### src/hdl/uvs_div_cell.sv
// one restoring division cell: produces one quotient bit per stage
module uvs_div_cell #(
  parameter int unsigned NW = 43,
  parameter int unsigned DW = 11,
  parameter int unsigned BIT = 0
) (
  input  logic          clk_i,
  input  logic          en_i,
  input  logic [NW-1:0] num_i,
  input  logic [DW-1:0] den_i,
  input  logic [DW:0]   rem_i,
  output logic [NW-1:0] num_o,
  output logic [DW-1:0] den_o,
  output logic [DW:0]   rem_o
);

  logic [DW+1:0] trial;
  logic [DW:0]   rem_d, rem_q;
  logic [NW-1:0] num_d, num_q;
  logic [DW-1:0] den_q;

  // shift in the next numerator bit and try subtracting the divisor
  always_comb begin
    trial = {rem_i, num_i[BIT]};
    num_d = num_i;
    if (trial >= {2'b00, den_i}) begin
      rem_d = (DW+1)'(trial - {2'b00, den_i});
      num_d[BIT] = 1'b1;
    end else begin
      rem_d = trial[DW:0];
      num_d[BIT] = 1'b0;
    end
  end

  always_ff @(posedge clk_i) begin
    if (en_i) begin
      rem_q <= rem_d;
      num_q <= num_d;
      den_q <= den_i;
    end
  end

  assign num_o = num_q;
  assign den_o = den_q;
  assign rem_o = rem_q;

endmodule

### src/hdl/uvs_divider.sv
// pipelined divider built from a row of one-bit cells
module uvs_divider #(
  parameter int unsigned NW = 43,
  parameter int unsigned DW = 11
) (
  input  logic          clk_i,
  input  logic          en_i,
  input  logic [NW-1:0] num_i,
  input  logic [DW-1:0] den_i,
  output logic [NW-1:0] quo_o
);

  logic [NW-1:0] num_s [NW+1];
  logic [DW-1:0] den_s [NW+1];
  logic [DW:0]   rem_s [NW+1];

  assign num_s[0] = num_i;
  assign den_s[0] = den_i;
  assign rem_s[0] = '0;

  // quotient bits replace numerator bits msb first
  for (genvar g = 0; g < NW; g++) begin : g_cell
    uvs_div_cell #(.NW(NW), .DW(DW), .BIT(NW-1-g)) u_cell (
      .clk_i (clk_i),
      .en_i  (en_i),
      .num_i (num_s[g]),
      .den_i (den_s[g]),
      .rem_i (rem_s[g]),
      .num_o (num_s[g+1]),
      .den_o (den_s[g+1]),
      .rem_o (rem_s[g+1])
    );
  end

  assign quo_o = num_s[NW];

endmodule

### config.mk
export PLATFORM = sky130hd
export DESIGN_NAME = uvs_divider
export DESIGN_NICKNAME = d
export VERILOG_FILES = /design/src/hdl/uvs_div_cell.sv /design/src/hdl/uvs_divider.sv
export SDC_FILE = /design/constraint.sdc
export NUM_CORES = 2
export LEC_CHECK = 0
export BUFFER_PORTS_ARGS = -buffer_cell sky130_fd_sc_hd__buf_2
export CELL_PAD_IN_SITES_DETAIL_PLACEMENT = 0
export CELL_PAD_IN_SITES_GLOBAL_PLACEMENT = 1
export CORE_MARGIN = 2
export CORE_UTILIZATION = 40
export DETAILED_ROUTE_END_ITERATION = 12
export GPL_ROUTABILITY_DRIVEN = 0
export PLACE_DENSITY = 0.71
export SYNTH_ARGS = -nofsm -noshare
export SYNTH_HDL_FRONTEND = slang
export SYNTH_SLANG_ARGS = --single-unit
export TNS_END_PERCENT = 1
### constraint.sdc
create_clock -name clk_i -period 4.45 [get_ports clk_i]
set_input_delay 0.445 -clock clk_i [delete_from_list [all_inputs] [get_ports clk_i]]
set_output_delay 0.445 -clock clk_i [all_outputs]
set_load 0.02 [all_outputs]
# After elaboration in Yosys (flattened, before gate mapping)
# Index checks and enable logic that the tools add are counted.
# Widths: inputs -> output; s select.
dict set report classes {
  addsub 42
  n_lt_le_gt_ge 43
  muxes 85
}
# op n
set ops {}
lappend ops {{$ge 13x11->1} 42}
lappend ops {{$mux 12} 41}
lappend ops {{$sub 12x11->12} 41}
lappend ops {{$mux 1} 44}
lappend ops {{$sub 1x11->12} 1}
lappend ops {{$ge 1x11->1} 1}
dict set report word_totals {
  ff_bits 2815
  wordCells 298
}

# Longest topological paths before layout
dict set report depth {
  depth_word 2
  depth_mapped 10
  mapped_depth_nobuf 9
}

# By module
# Synthesis repeated with hierarchy kept, for this count alone.
dict set report unflattened {
  hier_cells 6686
  hier_area_um2 115194.2
}
# mod n_inst cells_each area_each_um2
set modules_own_cells {}
lappend modules_own_cells {{uvs_div_cell (g_cell[0].u_cell ...)} 42 155 2675.1}
lappend modules_own_cells {{uvs_div_cell (g_cell[2].u_cell)} 1 175 2837.7}
lappend modules_own_cells {uvs_divider 1 1 3.8}

# Least setup slack after synthesis
# No wires, ideal clock.
dict set report synth_timing {
  path_type {flip-flop to flip-flop}
  start {register g_cell[39].u_cell.den_q[1]}
  end {register g_cell[40].u_cell.rem_q[2] (data pin)}
  setup_ps 260
  arrival_ps 2219
  path_slack_ps 1971
  stages_incl_launch_ff 9
  n_path_buf 0
  cell_sequence {edfxtp_1 inv_1 ha_1 nor2b_1 o31a_1 o31a_1 o21a_1 a21oi_4 mux2_2}
}
dict set report synth_via {
  elab_chain_cells 2
  word_cells_on_any_way 3
  cone_classes {1 x add/sub; 1 x order compare; 1 x mux}
}
# item line_no
set synth_lines {}
lappend synth_lines {{start: declaration} uvs_div_cell.sv:20} ;# logic [DW-1:0] den_q;
lappend synth_lines {{start signal: assignment} uvs_div_cell.sv:39} ;# den_q <= den_i;
lappend synth_lines {{$sub 12x11->12 / $ge 13x11->1 (equally long branches)} {uvs_div_cell.sv:27, uvs_div_cell.sv:26}}
lappend synth_lines {{$mux 12 *} uvs_div_cell.sv:26} ;# if (trial >= {2'b00, den_i}) begin
lappend synth_lines {{named net g_cell[40].u_cell.rem_d[2]} uvs_div_cell.sv:18} ;# logic [DW:0] rem_d, rem_q;
lappend synth_lines {{end signal: assignment} uvs_div_cell.sv:37} ;# rem_q <= rem_d;
lappend synth_lines {{end: declaration} uvs_div_cell.sv:18}
# The timed path passes the listed nets; every way through them passes the cells marked *.
# A chain may end at the register's enable or synchronous reset.

# Final worst setup path
dict set report layout_timing {
  start {register g_cell[16].u_cell.rem_q[9]}
  end {register g_cell[17].u_cell.rem_q[4] (data pin)}
}
dict set report layout_via {
  elab_chain_cells 2
}
# item line_no
set layout_lines {}
lappend layout_lines {{start: declaration} uvs_div_cell.sv:18}
lappend layout_lines {{start signal: assignment} uvs_div_cell.sv:37}
lappend layout_lines {{$ge 13x11->1} uvs_div_cell.sv:26}
lappend layout_lines {{$mux 12} uvs_div_cell.sv:26}
lappend layout_lines {{named net g_cell[17].u_cell.rem_d[4]} uvs_div_cell.sv:18}
lappend layout_lines {{end signal: assignment} uvs_div_cell.sv:37}
lappend layout_lines {{end: declaration} uvs_div_cell.sv:18}
# The timed path passes the listed nets, and every way through them passes these cells.

==> impl_metrics.json <==
{
  "status": "completed",
  "finalSetupTns_ns": 0,
  "worstSetupEndpoint": "g_cell[17].u_cell.rem_o[4]",
  "drtIter0Drc": 3976,
  "holdPathStages": 1,
  "clock_skew_ns": 0.0402,
  "die_area_sq_um": 291000,
  "cts.repair.resized": 0,
  "wire_per_inst_um": 16.6,
  "antenna_found_initial": 2,
  "synth_xor_area_frac": 0.0181,
  "peakVddDrop_uv": 349,
  "root_buffer": "clkbuf_16",
  "crit_required_ns": 5.06,
  "ant_nets": 0,
  "hold_viol_final": 0,
  "grt_pass1_vias": 58500,
  "clock_sinks": 2815,
  "synth_top_family_by_area": "compound AO/OA/AOI/OAI gates",
  "critPathSlowestCell": "a2111oi_0",
  "synth_flop_cell": "edfxtp_1",
  "vias_per_cell": 5.04,
  "min_path_type": "primary input to flip-flop",
  "p_sw_frac": 0.287,
  "synth_area_leaders": "edfxtp_1 74%, ha_1 5.1%, inv_1 2.0%",
  "postPlaceCellArea_sq_um": 121000,
  "dp_hpwl_mm": 124,
  "cts-buffers-inserted": 306,
  "layout-drive-gt1-share": 0.127,
  "rrSetupSlack_ns": 1.37,
  "worst_slew_pin_slew_ns": 1.00,
  "synth_top_area_frac": 0.737,
  "finalNetCount": 8008,
  "synth_fp_nets": 7529,
  "ys_async_sr_fraction": 0,
  "power_density_nw_per_um2": 629,
  "grt_usage": 0.128,
  "synth_area_sq_um": 115000,
  "crit-reg2reg-launch": "g_cell[16].u_cell.rem_o[9]",
  "switching_power_w": 0.0237,
  "coreArea_sq_um": 285000,
  "combPwrFrac": 0.258,
  "path_class": "flip-flop to flip-flop",
  "synth_edf_count": 2815,
  "syn-instance-count": 6968,
  "reg2reg_to": "g_cell[17].u_cell.rem_o[4]",
  "setup.worst_path.start_class": "flip-flop",
  "min_period_ns": 3.08,
  "crit_path_end_kind": "flip-flop",
  "reg2reg_depth": 5,
  "critPathTopFamily": "compound AO/OA/AOI/OAI gates",
  "leakagePower_nw": 48.1,
  "critical_path_buf_inv_count": 0,
  "ys_ff_latch": 2815,
  "critPathLaunch": "g_cell[16].u_cell.rem_o[9]",
  "grt_max_degree": 125,
  "max-slew-margin-rel": 0.333,
  "cts_max_level": 5,
  "p_int_w": 0.0588,
  "cp.depth": 5,
  "cp_max_fo": 20,
  "synth_warnings": 0,
  "vias": 57700,
  "power.clock.fraction": 0.303,
  "ys_seq_area_frac": 0.737,
  "drc_errors": 0,
  "start_util": 0.402,
  "clk_pin_slew_ns": 0.06,
  "cts_tree": "yes",
  "postLayoutCoreUtil": 0.460,
  "period_share": 0.691,
  "crit_path_cell_trace": "ha_1, a2111oi_0, o31ai_1, a221o_1, mux2_2",
  "synth_cell_type_count": 89,
  "worstPathArrival_ns": 3.68,
  "yosysMostFrequentCell": "edfxtp_1",
  "clk_latency_ns": 0.88,
  "synth-compound-area-share": 0.0832,
  "syn_to_final_growth_pct": 14.2,
  "rsz0062_at_grt": "false",
  "gr-total-overflow": 0,
  "fp.dieH_um": 540,
  "synth_top_cell_by_area": "edfxtp_1",
  "synth-adder-area-share": 0.0577,
  "slowest_delay_ns": 0.67,
  "final_area_sq_um": 131000,
  "die_w_um": 540,
  "routed_wl_mm": 190,
  "synthMuxAreaShare": 0.0347,
  "cap_violations": 0,
  "firstDrtPassIters": 6,
  "finalMaxSlewViolations": 0,
  "io_pins": 99,
  "setup_violations": 0,
  "seqPwrFrac": 0.439,
  "avgSynthCellArea_sq_um": 16.5,
  "fmax_ghz": 0.325,
  "port_buffers": 98,
  "cts.path.max_buffers": 4,
  "yosys.area_share.simple": 0.0473,
  "num_rows": 196,
  "ys_top_cells_by_count": "2815 x edfxtp_1, 604 x inv_1, 464 x ha_1, 297 x nor2_1, 260 x a21oi_1",
  "grt_pass1_wl_mm": 307
}
[worst min-delay path by stage]
stage | start | endpoint | slack [ns]
after global placement | g_cell[14].u_cell.num_o[31] | g_cell[15].u_cell.num_o[31] | 0.40
final | en_i | g_cell[5].u_cell.num_o[35] | 0.11
after global routing | en_i | g_cell[5].u_cell.num_o[35] | 0.08
after CTS | en_i | g_cell[5].u_cell.num_o[35] | 0.06
after detailed placement | g_cell[9].u_cell.num_o[29] | g_cell[10].u_cell.num_o[29] | 0.40
after floorplan | g_cell[9].u_cell.num_o[0] | g_cell[10].u_cell.num_o[0] | 0.40
[power groups by stage]
stage	logic, W	registers, W	clock network [W]
floorplan	0.0167	0.0358	0
global placement	0.0205	0.0368	0
detailed placement	0.0210	0.0368	0
CTS	0.0212	0.0363	0.0259
global route	0.0236	0.0366	0.0269
finish	0.0213	0.0362	0.0250
[sequential cells by signal (all words and copies together), names as in the netlist]
| register | count |
|---|---|
| g_cell.u_cell.den_o | 462 |
| g_cell.u_cell.num_o | 1849 |
| g_cell.u_cell.rem_o | 504 |
[layout make-up]
cell class              count  area, sq um
clock inverters           186         2050
flip-flops and latches   2815        84500
inverters                 615         2320
clock buffers             361         7930
diodes                      2         5.00
fillers                 24500       154000
repair buffers            222         1870
well taps                3762         4710
multi-input cells        3487        27700
[cell usage in the layout (no fill, tap or decap), types with 61 or more instances in the layout]
cell and n:
edfxtp_1 2815, buf_2 97, nand4_1 102, o211ai_1 65, clkbuf_16 309, xnor2_1 157, nand3_1 92, a211oi_1 63
mux2_4 76, nor3_1 91, nor2b_1 88, o31ai_1 75, a21oi_1 260, o21ai_0 194, nand2_1 180, a21o_1 118
mux2i_1 84, nor2_1 297, clkinv_1 63, ha_1 464, inv_1 604, o21a_1 157, o31a_1 61, mux2_2 178
xor2_1 80
[layer usage]
metal | vias up | global-route usage | wire length (um)
met5 | - | 0 | 0
met4 | 0 | 0.0498 | 6520
met3 | 427 | 0.0185 | 6960
met2 | 1109 | 0.215 | 91900
met1 | 28200 | 0.167 | 84600
li1 | 27900 | - | -
[cell families after synthesis]
group / count (synthesis)
flip-flops: 2815
AO/OA/AOI/OAI: 1350
AND/OR/NAND/NOR: 1057
buffers and inverters: 666
adder cells (fa/ha/maj): 505
multiplexers: 338
XOR/XNOR: 237
[timing repair]
action                    in CTS  in global routing
hold buffers                  54                  0
hold endpoints to repair      65                  0
setup buffers                  0                  0
[through the flow]
stage	power, W	std cells	worst slack, ns	hold slack [ns]
floorplan	0.0525	6968	1.97	0.400
global placement	0.0573	10800	1.41	0.400
detailed placement	0.0578	10800	1.42	0.405
CTS	0.0834	11400	1.38	0.0599
global route	0.0871	11500	1.06	0.0836
finish	0.0825	11500	1.37	0.113
Note: power is estimated with default switching activity, not from simulation.
